<file path="config.mk">
export PLATFORM = sky130hd
export DESIGN_NAME = priority_resource_dispatcher
export DESIGN_NICKNAME = d
export VERILOG_FILES = /design/src/rtl/prd_pkg.sv /design/src/rtl/priority_resource_dispatcher.sv /design/src/rtl/prd_ram.sv /design/src/rtl/prd_kind_unit.sv
export SDC_FILE = /design/constraint.sdc
export NUM_CORES = 2
export LEC_CHECK = 0
export ABC_AREA = 1
export BUFFER_PORTS_ARGS = -buffer_cell sky130_fd_sc_hd__buf_2
export CAP_MARGIN = 40
export CORE_UTILIZATION = 30
export CTS_BUF_LIST = sky130_fd_sc_hd__clkbuf_16
export DETAILED_ROUTE_END_ITERATION = 12
export PLACE_DENSITY = 0.49
export SYNTH_ARGS = -nofsm -noshare
export SYNTH_HDL_FRONTEND = slang
export SYNTH_SLANG_ARGS = --single-unit
</file>
<file path="constraint.sdc">
create_clock -name clk -period 11.2 [get_ports clk]
set_clock_uncertainty 0.2 [all_clocks]
set_input_delay 1.68 -clock clk [delete_from_list [all_inputs] [get_ports clk]]
set_output_delay 1.68 -clock clk [all_outputs]
set_load 0.05 [all_outputs]
</file>
<file path="src/rtl/prd_pkg.sv">
package prd_pkg;

    localparam int TAG_W     = 8;
    localparam int PRIO_W    = 3;
    localparam int NEED_W    = 4;
    localparam int CAP_W     = 4;
    localparam int CNT_W     = 8;
    localparam int MAX_KINDS = 7;

    localparam int DEF_SLOTS = 16;
    localparam int DEF_KINDS = 7;

    localparam int CFG_IDX_W  = 3;
    localparam int IN_DATA_W  = 40;
    localparam int OUT_DATA_W = 16;

    localparam logic [PRIO_W-1:0] MAX_PRIO = 3'd5;
    localparam logic [CAP_W-1:0]  CAP_RESET = 4'd1;
    localparam logic [CNT_W-1:0]  CNT_MAX   = 8'hFF;

    localparam logic REQ_SUBMIT   = 1'b0;
    localparam logic REQ_COMPLETE = 1'b1;

    localparam logic RES_DISPATCH = 1'b0;
    localparam logic RES_END      = 1'b1;

    typedef enum logic
    {
        CNT_ADD,
        CNT_SUB
    } cnt_op_t;

endpackage

</file>
<file path="src/rtl/priority_resource_dispatcher.sv">
// Priority resource dispatcher. Each input transfer is a submit (tuser 0) or
// a completion (tuser 1). A submit stores the job in the lowest free wait
// slot, a completion frees the lowest running slot with that tag and gives
// back its resource counts. The block then dispatches waiting jobs one at a
// time, highest priority first, then lowest slot, as long as a running slot
// is free and every needed kind is below its cap; each dispatch is one
// output transfer and the step closes with an end transfer (tlast high,
// drop and unknown flags valid). After a request a sweep of the slots finds
// the wait or running slot to use; then each dispatch sweep picks one job,
// and a sweep that finds none closes the step with the end transfer. The
// step length is set by the slot memories, which are swept one entry per
// cycle through a single read port each into one shared kind compare unit.
// The input is not ready during a step; it is ready again while the end
// transfer still waits in the output register. The user must write caps
// through cfg_* only while no step is in progress; the block itself does
// not enforce this. Caps reset to 1.
module priority_resource_dispatcher #(
    parameter int SLOTS = prd_pkg::DEF_SLOTS,
    parameter int KINDS = prd_pkg::DEF_KINDS
) (
    input  logic                            clk,
    input  logic                            rst_n,

    input  logic                            cfg_wen,
    input  logic [prd_pkg::CFG_IDX_W-1:0]   cfg_index,
    input  logic [prd_pkg::CAP_W-1:0]       cfg_wdata,

    input  logic                            s_axis_tvalid,
    output logic                            s_axis_tready,
    // tdata: job_id[7:0], priority_req[10:8], need_kind0..6[38:11], pad[39]
    input  logic [prd_pkg::IN_DATA_W-1:0]   s_axis_tdata,
    // tuser: req_type
    input  logic                            s_axis_tuser,

    output logic                            m_axis_tvalid,
    input  logic                            m_axis_tready,
    // tdata: out_job_id[7:0], out_priority[10:8], dropped[11],
    //        unknown_job[12], pad[15:13]
    output logic [prd_pkg::OUT_DATA_W-1:0]  m_axis_tdata,
    // tuser: result_kind
    output logic                            m_axis_tuser,
    output logic                            m_axis_tlast
);

    import prd_pkg::*;

    localparam int IDX_W    = $clog2(SLOTS);
    localparam int NEEDS_W  = KINDS * NEED_W;
    localparam int NEED_LSB = TAG_W + PRIO_W;
    localparam int WAIT_W   = NEED_LSB + NEEDS_W;
    localparam int RUN_W    = TAG_W + NEEDS_W;
    localparam int CNTS_W   = KINDS * CNT_W;
    localparam int CAPS_W   = KINDS * CAP_W;
    localparam int PAD_W    = OUT_DATA_W - TAG_W - PRIO_W - 2;

    typedef enum logic [2:0]
    {
        S_IDLE,
        S_SUBMIT,
        S_COMPLETE,
        S_PICK,
        S_ADMIT,
        S_END
    } state_t;

    // control state
    state_t             state_reg,      state_next;
    logic               issue_reg,      issue_next;
    logic [IDX_W-1:0]   scan_addr_reg,  scan_addr_next;
    logic               chk_valid_reg,  chk_valid_next;
    logic [SLOTS-1:0]   wait_valid_reg, wait_valid_next;
    logic [SLOTS-1:0]   run_valid_reg,  run_valid_next;
    logic [CNTS_W-1:0]  use_cnt_reg,    use_cnt_next;
    logic [CAPS_W-1:0]  cap_reg,        cap_next;
    logic               drop_reg,       drop_next;
    logic               unk_reg,        unk_next;
    logic               best_found_reg, best_found_next;
    logic               free_found_reg, free_found_next;
    logic               out_valid_reg,  out_valid_next;

    // payload
    logic [IDX_W-1:0]   chk_idx_reg;
    logic [WAIT_W-1:0]  in_entry_reg,   in_entry_next;
    logic [IDX_W-1:0]   best_idx_reg,   best_idx_next;
    logic [PRIO_W-1:0]  best_prio_reg,  best_prio_next;
    logic [WAIT_W-1:0]  best_entry_reg, best_entry_next;
    logic [IDX_W-1:0]   free_idx_reg,   free_idx_next;
    logic               out_kind_reg,   out_kind_next;
    logic [TAG_W-1:0]   out_tag_reg,    out_tag_next;
    logic [PRIO_W-1:0]  out_prio_reg,   out_prio_next;
    logic               out_last_reg,   out_last_next;
    logic               out_drop_reg,   out_drop_next;
    logic               out_unk_reg,    out_unk_next;

    // memory ports
    logic               wait_we;
    logic [IDX_W-1:0]   wait_waddr;
    logic [WAIT_W-1:0]  wait_wdata;
    logic [WAIT_W-1:0]  wait_rd;
    logic               run_we;
    logic [IDX_W-1:0]   run_waddr;
    logic [RUN_W-1:0]   run_wdata;
    logic [RUN_W-1:0]   run_rd;

    // shared kind unit
    cnt_op_t            unit_op;
    logic [NEEDS_W-1:0] unit_need;
    logic               unit_fits;
    logic [CNTS_W-1:0]  unit_cnt;

    logic               chk_last;
    logic               out_free;
    logic [PRIO_W-1:0]  in_prio;

    prd_ram #(
        .DEPTH (SLOTS),
        .WIDTH (WAIT_W)
    ) u_wait_ram (
        .clk   (clk),
        .we    (wait_we),
        .waddr (wait_waddr),
        .wdata (wait_wdata),
        .raddr (scan_addr_reg),
        .rdata (wait_rd)
    );

    prd_ram #(
        .DEPTH (SLOTS),
        .WIDTH (RUN_W)
    ) u_run_ram (
        .clk   (clk),
        .we    (run_we),
        .waddr (run_waddr),
        .wdata (run_wdata),
        .raddr (scan_addr_reg),
        .rdata (run_rd)
    );

    prd_kind_unit #(
        .KINDS (KINDS)
    ) u_kind_unit (
        .op      (unit_op),
        .need    (unit_need),
        .use_cnt (use_cnt_reg),
        .cap     (cap_reg),
        .fits    (unit_fits),
        .cnt_new (unit_cnt)
    );

    assign chk_last      = (chk_idx_reg == IDX_W'(SLOTS - 1));
    assign out_free      = !out_valid_reg || m_axis_tready;
    assign in_prio       = (s_axis_tdata[TAG_W +: PRIO_W] > MAX_PRIO) ?
                           MAX_PRIO : s_axis_tdata[TAG_W +: PRIO_W];
    assign s_axis_tready = (state_reg == S_IDLE);

    // Route the unit: returned counts on completion, the chosen job on
    // admission, the entry under test while scanning.
    always_comb
    begin
        unit_op   = CNT_ADD;
        unit_need = wait_rd[NEED_LSB +: NEEDS_W];
        if (state_reg == S_COMPLETE)
        begin
            unit_op   = CNT_SUB;
            unit_need = run_rd[TAG_W +: NEEDS_W];
        end
        else if (state_reg == S_ADMIT)
        begin
            unit_need = best_entry_reg[NEED_LSB +: NEEDS_W];
        end
    end

    always_comb
    begin
        state_next      = state_reg;
        issue_next      = issue_reg;
        scan_addr_next  = scan_addr_reg;
        chk_valid_next  = issue_reg;
        wait_valid_next = wait_valid_reg;
        run_valid_next  = run_valid_reg;
        use_cnt_next    = use_cnt_reg;
        cap_next        = cap_reg;
        drop_next       = drop_reg;
        unk_next        = unk_reg;
        best_found_next = best_found_reg;
        free_found_next = free_found_reg;
        out_valid_next  = out_valid_reg;
        in_entry_next   = in_entry_reg;
        best_idx_next   = best_idx_reg;
        best_prio_next  = best_prio_reg;
        best_entry_next = best_entry_reg;
        free_idx_next   = free_idx_reg;
        out_kind_next   = out_kind_reg;
        out_tag_next    = out_tag_reg;
        out_prio_next   = out_prio_reg;
        out_last_next   = out_last_reg;
        out_drop_next   = out_drop_reg;
        out_unk_next    = out_unk_reg;
        wait_we         = 1'b0;
        wait_waddr      = chk_idx_reg;
        wait_wdata      = in_entry_reg;
        run_we          = 1'b0;
        run_waddr       = free_idx_reg;
        run_wdata       = {best_entry_reg[NEED_LSB +: NEEDS_W], best_entry_reg[TAG_W-1:0]};

        // advance the sweep address; the read data is registered and lines up with chk_idx_reg
        if (issue_reg)
        begin
            if (scan_addr_reg == IDX_W'(SLOTS - 1))
            begin
                issue_next     = 1'b0;
                scan_addr_next = '0;
            end
            else
            begin
                scan_addr_next = scan_addr_reg + IDX_W'(1);
            end
        end

        if (out_valid_reg && m_axis_tready)
        begin
            out_valid_next = 1'b0;
        end

        for (int k = 0; k < KINDS; k++)
        begin
            if (cfg_wen && (cfg_index == CFG_IDX_W'(k)))
            begin
                cap_next[k*CAP_W +: CAP_W] = cfg_wdata;
            end
        end

        unique case (state_reg)
            S_IDLE:
            begin
                if (s_axis_tvalid)
                begin
                    in_entry_next  = {s_axis_tdata[NEED_LSB +: NEEDS_W], in_prio,
                                      s_axis_tdata[TAG_W-1:0]};
                    drop_next      = 1'b0;
                    unk_next       = 1'b0;
                    issue_next     = 1'b1;
                    scan_addr_next = '0;
                    state_next     = (s_axis_tuser == REQ_COMPLETE) ? S_COMPLETE : S_SUBMIT;
                end
            end

            S_SUBMIT:
            begin
                if (chk_valid_reg)
                begin
                    if (!wait_valid_reg[chk_idx_reg] || chk_last)
                    begin
                        if (!wait_valid_reg[chk_idx_reg])
                        begin
                            wait_we                      = 1'b1;
                            wait_valid_next[chk_idx_reg] = 1'b1;
                        end
                        else
                        begin
                            drop_next = 1'b1;
                        end
                        // restart the sweep for dispatch
                        issue_next      = 1'b1;
                        scan_addr_next  = '0;
                        chk_valid_next  = 1'b0;
                        best_found_next = 1'b0;
                        free_found_next = 1'b0;
                        state_next      = S_PICK;
                    end
                end
            end

            S_COMPLETE:
            begin
                if (chk_valid_reg)
                begin
                    if (run_valid_reg[chk_idx_reg] &&
                        (run_rd[TAG_W-1:0] == in_entry_reg[TAG_W-1:0]))
                    begin
                        use_cnt_next                = unit_cnt;
                        run_valid_next[chk_idx_reg] = 1'b0;
                        issue_next                  = 1'b1;
                        scan_addr_next              = '0;
                        chk_valid_next              = 1'b0;
                        best_found_next             = 1'b0;
                        free_found_next             = 1'b0;
                        state_next                  = S_PICK;
                    end
                    else if (chk_last)
                    begin
                        unk_next        = 1'b1;
                        issue_next      = 1'b1;
                        scan_addr_next  = '0;
                        chk_valid_next  = 1'b0;
                        best_found_next = 1'b0;
                        free_found_next = 1'b0;
                        state_next      = S_PICK;
                    end
                end
            end

            S_PICK:
            begin
                if (chk_valid_reg)
                begin
                    // lowest free running slot
                    if (!run_valid_reg[chk_idx_reg] && !free_found_reg)
                    begin
                        free_found_next = 1'b1;
                        free_idx_next   = chk_idx_reg;
                    end
                    // strictly higher priority wins, so ties keep the lower slot
                    if (wait_valid_reg[chk_idx_reg] && unit_fits &&
                        (!best_found_reg || (wait_rd[TAG_W +: PRIO_W] > best_prio_reg)))
                    begin
                        best_found_next = 1'b1;
                        best_idx_next   = chk_idx_reg;
                        best_prio_next  = wait_rd[TAG_W +: PRIO_W];
                        best_entry_next = wait_rd;
                    end
                    if (chk_last)
                    begin
                        state_next = (free_found_next && best_found_next) ? S_ADMIT : S_END;
                    end
                end
            end

            S_ADMIT:
            begin
                if (out_free)
                begin
                    run_we                        = 1'b1;
                    run_valid_next[free_idx_reg]  = 1'b1;
                    wait_valid_next[best_idx_reg] = 1'b0;
                    use_cnt_next                  = unit_cnt;
                    out_valid_next                = 1'b1;
                    out_kind_next                 = RES_DISPATCH;
                    out_tag_next                  = best_entry_reg[TAG_W-1:0];
                    out_prio_next                 = best_prio_reg;
                    out_last_next                 = 1'b0;
                    out_drop_next                 = 1'b0;
                    out_unk_next                  = 1'b0;
                    // rescan with the new counts
                    issue_next                    = 1'b1;
                    scan_addr_next                = '0;
                    best_found_next               = 1'b0;
                    free_found_next               = 1'b0;
                    state_next                    = S_PICK;
                end
            end

            S_END:
            begin
                if (out_free)
                begin
                    out_valid_next = 1'b1;
                    out_kind_next  = RES_END;
                    out_tag_next   = '0;
                    out_prio_next  = '0;
                    out_last_next  = 1'b1;
                    out_drop_next  = drop_reg;
                    out_unk_next   = unk_reg;
                    state_next     = S_IDLE;
                end
            end

            default:
            begin
                state_next = S_IDLE;
            end
        endcase
    end

    always_ff @(posedge clk or negedge rst_n)
    begin
        if (!rst_n)
        begin
            state_reg      <= S_IDLE;
            issue_reg      <= 1'b0;
            scan_addr_reg  <= '0;
            chk_valid_reg  <= 1'b0;
            wait_valid_reg <= '0;
            run_valid_reg  <= '0;
            use_cnt_reg    <= '0;
            cap_reg        <= {KINDS{CAP_RESET}};
            drop_reg       <= 1'b0;
            unk_reg        <= 1'b0;
            best_found_reg <= 1'b0;
            free_found_reg <= 1'b0;
            out_valid_reg  <= 1'b0;
        end
        else
        begin
            state_reg      <= state_next;
            issue_reg      <= issue_next;
            scan_addr_reg  <= scan_addr_next;
            chk_valid_reg  <= chk_valid_next;
            wait_valid_reg <= wait_valid_next;
            run_valid_reg  <= run_valid_next;
            use_cnt_reg    <= use_cnt_next;
            cap_reg        <= cap_next;
            drop_reg       <= drop_next;
            unk_reg        <= unk_next;
            best_found_reg <= best_found_next;
            free_found_reg <= free_found_next;
            out_valid_reg  <= out_valid_next;
        end
    end

    always_ff @(posedge clk)
    begin
        chk_idx_reg    <= scan_addr_reg;
        in_entry_reg   <= in_entry_next;
        best_idx_reg   <= best_idx_next;
        best_prio_reg  <= best_prio_next;
        best_entry_reg <= best_entry_next;
        free_idx_reg   <= free_idx_next;
        out_kind_reg   <= out_kind_next;
        out_tag_reg    <= out_tag_next;
        out_prio_reg   <= out_prio_next;
        out_last_reg   <= out_last_next;
        out_drop_reg   <= out_drop_next;
        out_unk_reg    <= out_unk_next;
    end

    assign m_axis_tvalid = out_valid_reg;
    assign m_axis_tdata  = {{PAD_W{1'b0}}, out_unk_reg, out_drop_reg, out_prio_reg, out_tag_reg};
    assign m_axis_tuser  = out_kind_reg;
    assign m_axis_tlast  = out_last_reg;

    // a job is never stored over a live wait slot
    a_wait_write_free: assert property (@(posedge clk) disable iff (!rst_n)
        wait_we |-> !wait_valid_reg[wait_waddr])
        else $error("wait slot overwritten while valid");

    // admission never lands on a live running slot
    a_run_write_free: assert property (@(posedge clk) disable iff (!rst_n)
        run_we |-> !run_valid_reg[run_waddr])
        else $error("running slot overwritten while valid");

    // a sweep never leaves a pending check behind when the step ends
    a_idle_no_check: assert property (@(posedge clk) disable iff (!rst_n)
        (state_reg == S_IDLE) |-> (!chk_valid_reg && !issue_reg))
        else $error("slot sweep still active in idle");

    // admission only follows a sweep that found a job and a free slot
    a_admit_found: assert property (@(posedge clk) disable iff (!rst_n)
        (state_reg == S_ADMIT) |-> (best_found_reg && free_found_reg))
        else $error("admission without candidate or free slot");

endmodule

</file>
<file path="src/rtl/prd_ram.sv">
module prd_ram #(
    parameter int DEPTH = 16,
    parameter int WIDTH = 8
) (
    input  logic                     clk,
    input  logic                     we,
    input  logic [$clog2(DEPTH)-1:0] waddr,
    input  logic [WIDTH-1:0]         wdata,
    input  logic [$clog2(DEPTH)-1:0] raddr,
    output logic [WIDTH-1:0]         rdata
);

    logic [WIDTH-1:0] mem [DEPTH];

    always_ff @(posedge clk)
    begin
        if (we)
        begin
            mem[waddr] <= wdata;
        end
        rdata <= mem[raddr];
    end

endmodule

</file>
<file path="src/rtl/prd_kind_unit.sv">
module prd_kind_unit #(
    parameter int KINDS = 7
) (
    input  prd_pkg::cnt_op_t                  op,
    input  logic [KINDS*prd_pkg::NEED_W-1:0]  need,
    input  logic [KINDS*prd_pkg::CNT_W-1:0]   use_cnt,
    input  logic [KINDS*prd_pkg::CAP_W-1:0]   cap,
    output logic                              fits,
    output logic [KINDS*prd_pkg::CNT_W-1:0]   cnt_new
);

    import prd_pkg::*;

    // Per-kind cap test and saturating count update, all kinds side by side.
    always_comb
    begin
        logic [NEED_W-1:0] n;
        logic [CNT_W-1:0]  u;
        logic [CAP_W-1:0]  c;
        logic [CNT_W:0]    sum;
        fits    = 1'b1;
        cnt_new = '0;
        for (int k = 0; k < KINDS; k++)
        begin
            n   = need[k*NEED_W +: NEED_W];
            u   = use_cnt[k*CNT_W +: CNT_W];
            c   = cap[k*CAP_W +: CAP_W];
            sum = {1'b0, u} + {{(CNT_W+1-NEED_W){1'b0}}, n};
            if ((n != '0) && (u >= {{(CNT_W-CAP_W){1'b0}}, c}))
            begin
                fits = 1'b0;
            end
            case (op)
                CNT_ADD: cnt_new[k*CNT_W +: CNT_W] = sum[CNT_W] ? CNT_MAX : sum[CNT_W-1:0];
                CNT_SUB: cnt_new[k*CNT_W +: CNT_W] =
                    (u > {{(CNT_W-NEED_W){1'b0}}, n}) ?
                    (u - {{(CNT_W-NEED_W){1'b0}}, n}) : '0;
                default: cnt_new[k*CNT_W +: CNT_W] = u;
            endcase
        end
    end

endmodule

</file>
# After elaboration in Yosys (flattened, before gate mapping)
# Memories as Yosys holds them, arrays and structs flattened. A register that Yosys moved wholly into a read port is not among the register bits.
# Cells that the tools add are included.
dict set report op_classes {
  n_addsub 15
  magnitude_cmp 22
  eq_ne 28
  muxes 142
  bitwise_logic 7
  n_reduce_logical 57
}
# cell n
set ops {}
lappend ops {{$mux 56} 3}
lappend ops {{$mux 8} 16}
lappend ops {{$pmux 8 s2} 8}
lappend ops {{$mux 16} 7}
lappend ops {{$pmux 56 s2} 1}
lappend ops {{$mux 1} 65}
lappend ops {{$pmux 16 s2} 2}
lappend ops {{$add 8x4->9} 7}
lappend ops {{$ge 8x4->1} 7}
lappend ops {{$gt 8x4->1} 7}
lappend ops {{$mux 28} 2}
lappend ops {{$sub 8x4->8} 7}
lappend ops {{$mux 4} 9}
lappend ops {{$mux 3} 11}
lappend ops {{$and 16x16->16} 2}
lappend ops {{$not 16->16} 2}
lappend ops {{$or 16x16->16} 2}
lappend ops {{$reduce_bool 4->1} 8}
lappend ops {{$ne 2x2->1 const B} 12}
lappend ops {{$logic_and 1x1->1} 23}
lappend ops {{$pmux 3 s6} 1}
lappend ops {{$pmux 4 s4} 1}
lappend ops {{$eq 3x3->1 const B} 5}
lappend ops {{$lt 4x5->1 const B} 3}
lappend ops {{other kinds (28)} 60}
dict set report totals {
  ff_bits 237
  ramBits 1200
  in_bits 53
  out_inout_bits 20
  word_cells 304
  mem_count 2
}
# name depth word_bits rd rd_clocked_by_memory_dff wr line_no
set mem_list {}
lappend mem_list {u_wait_ram.mem 16 39 1 1 1 prd_ram.sv:13} ;# logic [WIDTH-1:0] mem [DEPTH];
lappend mem_list {u_run_ram.mem 16 36 1 1 1 prd_ram.sv:13}

# Logic depth before layout (Yosys ltp)
dict set report logic_depth {
  word_depth 22
  ltp_mapped 23
  ltp_nobuf 21
}

# By module
# From an unflattened synthesis, not the netlist that was laid out.
dict set report hier_totals {
  hier_cells 6964
  hier_area_um2 68351.8
}
# module instances cells_each area_each_um2 seq_area_each_um2
set by_module_without_submodules {}
lappend by_module_without_submodules {{prd_ram (u_wait_ram)} 1 2578 27566.4 19518.7}
lappend by_module_without_submodules {{prd_ram (u_run_ram)} 1 2379 25394.4 18017.3}
lappend by_module_without_submodules {priority_resource_dispatcher 1 1100 10261.1 6344.8}
lappend by_module_without_submodules {prd_kind_unit 1 907 5129.9 0.0}

# Worst setup path before layout
# OpenSTA, ideal clock, no wires.
dict set report synth_timing {
  path_kind {input port to flip-flop}
  start {input m_axis_tready}
  end {memory u_run_ram.mem[7][0] (netlist bit) (enable)}
  setup_time_ns 0.523
  arrival_time_ns 5.397
  t_required_ns 10.477
  path_slack_ns 5.080
  path_stages 2
  n_path_buf 0
  path_cell_list {nor2_1 -> nor4_1}
}
dict set report synth_between {
  elab_chain_cells 5
}
# item line_no
set synth_rtl {}
lappend synth_rtl {{start, declared} priority_resource_dispatcher.sv:36} ;# input logic m_axis_tready,
lappend synth_rtl {{$logic_or 1x1->1} priority_resource_dispatcher.sv:151} ;# assign out_free = !out_valid_reg || m_axis_tready;
lappend synth_rtl {{$mux 1} priority_resource_dispatcher.sv:331} ;# if (out_free)
lappend synth_rtl {{$mux 1} priority_resource_dispatcher.sv:233} ;# unique case (state_reg)
lappend synth_rtl {{$mux 1} prd_ram.sv:17} ;# if (we)
lappend synth_rtl {{$mux 1 (not written as such)} prd_ram.sv:19} ;# mem[waddr] <= wdata;
lappend synth_rtl {{end, declared} prd_ram.sv:13}
# No other way between the ends.

# Final worst setup path
dict set report layout_timing {
  start {register state_reg[2]}
  end {register best_entry_reg[3] (enable)}
}
dict set report layout_between {
  elab_chain_cells 15
  word_cells_on_any_way 29
  classes_between {3 x eq/ne; 9 x mux; 17 x reduce/logical}
}
# item line_no
set layout_rtl {}
lappend layout_rtl {{start, declared} priority_resource_dispatcher.sv:67} ;# state_t state_reg, state_next;
lappend layout_rtl {{start signal, assigned} priority_resource_dispatcher.sv:395} ;# state_reg <= state_next;
lappend layout_rtl {{$eq 3x3->1} priority_resource_dispatcher.sv:167} ;# else if (state_reg == S_ADMIT)
lappend layout_rtl {{$mux 28} priority_resource_dispatcher.sv:167}
lappend layout_rtl {{$mux 28} priority_resource_dispatcher.sv:162} ;# if (state_reg == S_COMPLETE)
lappend layout_rtl {{$reduce_bool 4->1} prd_kind_unit.sv:29} ;# if ((n != '0) && (u >= {{(CNT_W-CAP_W){1'b0}}, c}))
lappend layout_rtl {{$logic_and 1x1->1} prd_kind_unit.sv:29}
lappend layout_rtl {{$mux 1 (7 in a row)} prd_kind_unit.sv:29}
lappend layout_rtl {{$logic_and 1x1->1 (2 in a row)} priority_resource_dispatcher.sv:314} ;# if (wait_valid_reg[chk_idx_reg] && unit_fits &&
lappend layout_rtl {{$reduce_and 3->1 (no source line) (*)} -}
lappend layout_rtl {{end signal, assigned} priority_resource_dispatcher.sv:417} ;# best_entry_reg <= best_entry_next;
lappend layout_rtl {{end, declared} priority_resource_dispatcher.sv:86} ;# logic [WAIT_W-1:0] best_entry_reg, best_entry_next;
# Mark *: on every way between the ends. The rest lies on a longest branch, timed or not.
# A chain may end at the register's enable or synchronous reset.

==> results.yml <==
power_and_ir_drop:
  peakVddDrop_mv: 0.1838
  total_power_uw: 17800
  pwr_density_cell_nw_per_um2: 251.2
  leakagePower_uw: 0.02538
die:
  die_w_um: 456.3
  start_util_pct: 30.24
  io_pins: 73
  die-area_um2: 208200
  die_h_um: 456.3
  coreArea_um2: 204800
  num_rows: 166
timing:
  slew_headroom_pct: 40.07
  worst_slew_pin_slew_ns: 0.8989
  period_share_pct: 47.08
  slew_viol_final: 0
  fmax_mhz: 189.6
  finalHoldViolCount: 0
  min_period_ns: 5.273
  finalSetupTns_ns: 0
  rsz0062_at_grt: "false"
  setup_viol: 0
cts:
  cts_buffers: 165
  clk_pin_slew_worst_paths_ns: 0.06
  cts_hold_buffers: 0
  clkLatencyLatePin_ns: 0.79
  post_cts_resized: 0
  cts_setup_buffers: 0
  clockBufferDepth: 3
  cts_sinks: 1509
  cts-root-buf: "clkbuf_16"
  ctsHtreeMaxLevel: 4
  cts_tree: "yes"
final_layout:
  num_antenna_cells: 0
  largest_reg_flops: 624
  fin_nets: 5274
  final_cell_mix: "edfxtp_1, nand2_1, o21ai_0"
  final_common_cell: "edfxtp_1"
  area_delta_synth_final_pct: 14.45
  layout-drive-gt1-share_pct: 8.921
worst_hold_path:
  min_path_type: "flop to flop"
  hp-start: "u_wait_ram.rdata[0]"
global_routing:
  grt_start_max_net_pins: 146
  grt_pass1_vias: 38450
  grt_pass1_wl_mm: 256.7
  overflow: 0
  track_usage_pct: 16.46
  antenna_found_initial: 7
critical_path:
  cp.required_ns: 11.40
  critPathMaxFanout: 42
  cp.arrival_ns: 5.48
  cp-start-kind: "flop"
  cp-startpoint: "state_reg[2]"
  cp-end-kind: "flop"
  r2r_start: "state_reg[2]"
  crit_type: "flop to flop"
detailed_routing:
  vias: 39680
  antenna_left: 0
  dr.pass1.iters: 5
  drtIter0Drc: 3396
  vias_per_cell: 5.002
  drcViolationCount: 0
  routed_wl_mm: 174.7
  routedWlPerCell_um: 22.01
synthesis:
  synth_cell_types: 59
  async_flop_share_pct: 8.615
  synth-main-ff-cell: "edfxtp_1"
  synth.avg_cell_area_um2: 12.22
  synth_edf_count: 1300
  synth_cells: 5066
  ys_warn_count: 0
  yosysSeqAreaShare_pct: 70.86
  synth_seq_cells: 1509
  syn-cell-area_um2: 61920
job:
  max_cap_violations: 0
placed_design:
  place_congestion: 0.8107
  portBuffers: 68
  hpwl_mm: 94.05
outcome:
  status: "finished clean"
metrics by stage:
stage	instances	utilization [%]	cell area [µm²]	setup slack [ns]	hold WS [ns]
finish	7934	34.61	70870	5.927	0.2057
global route	7934	34.61	70870	5.662	0.2167
CTS	7934	34.61	70870	5.824	0.2055
detailed placement	7633	32.17	65890	5.879	0.1887
global placement	7607	31.84	65210	5.927	0.1932
floorplan	5068	-	61930	5.080	0.1454
report_power, final:
group          leakage (µW)  internal, µW  switching, µW
logic               0.00882          1760           3780
registers            0.0139          6650            566
clock network       0.00264          2840           2220
total                0.0254         11200           6560
final cells by class:
cell class | count | area, µm²
clock inverters | 132 | 754.5
inverters | 318 | 1210
repair buffers | 164 | 1563
flip-flops and latches | 1509 | 43900
multi-input cells | 2954 | 15860
clock buffers | 169 | 4229
fillers | 20170 | 133900
well taps | 2688 | 3363
Yosys cell counts, types with 79 or more instances:
library cell	instances	share of area, %
clkbuf_1	214	1.3
a221oi_1	150	2.1
dfrtp_1	123	5.0
o22ai_1	157	1.6
a21oi_1	347	2.8
inv_1	308	1.9
ha_1	95	1.9
edfxtp_1	1300	63
nand3_1	82	0.66
dfxtp_1	79	2.6
nor2_1	475	2.9
nand2_1	722	4.4
o21ai_0	613	5.0
critical path, stage by stage, from the launching register on:
cell and delay (ns):
dfrtp_1 0.67, nor2_4 0.34, nand2_2 0.09, inv_2 0.37, buf_4 0.63, nand2_1 0.10, nand3_1 0.31, nand2_1 0.10
o21ai_1 0.15, nand2_1 0.15, nor3_1 0.16, nand2_1 0.10, nor3_2 0.62, buf_4 0.81
logic make-up after synthesis:
group / count (synthesis) / synth area share (%)
DFF: 1509 / 70.86
AOI/OAI and AO/OA: 1378 / 12.78
and+or+nand+nor: 1411 / 9.355
adders and majority gates: 109 / 2.372
xor gates and xnor gates: 52 / 0.7355
muxes: 1 / 0.01616
other: 1 / 0.006056
buffers and inverters: 605 / 3.873
worst paths after layout:
check,to,slack [ns],cells past startpoint
max reg2reg,best_entry_reg[3],5.93,13
max,best_entry_reg[3],5.93,13
min reg2reg,best_entry_reg[0],0.21,0
min,best_entry_reg[0],0.21,0
min in group asynchronous,use_cnt_reg[46],0.72,1
max in group asynchronous,cap_reg[8],8.84,3
layer usage:
layer	global-route usage (%)	share of wire, %
met4	4.506	2.4
met5	0	0
met3	2.098	4.7
met1	22.71	45
met2	27.15	48
No activity file was read; power rests on OpenSTA's default activity.
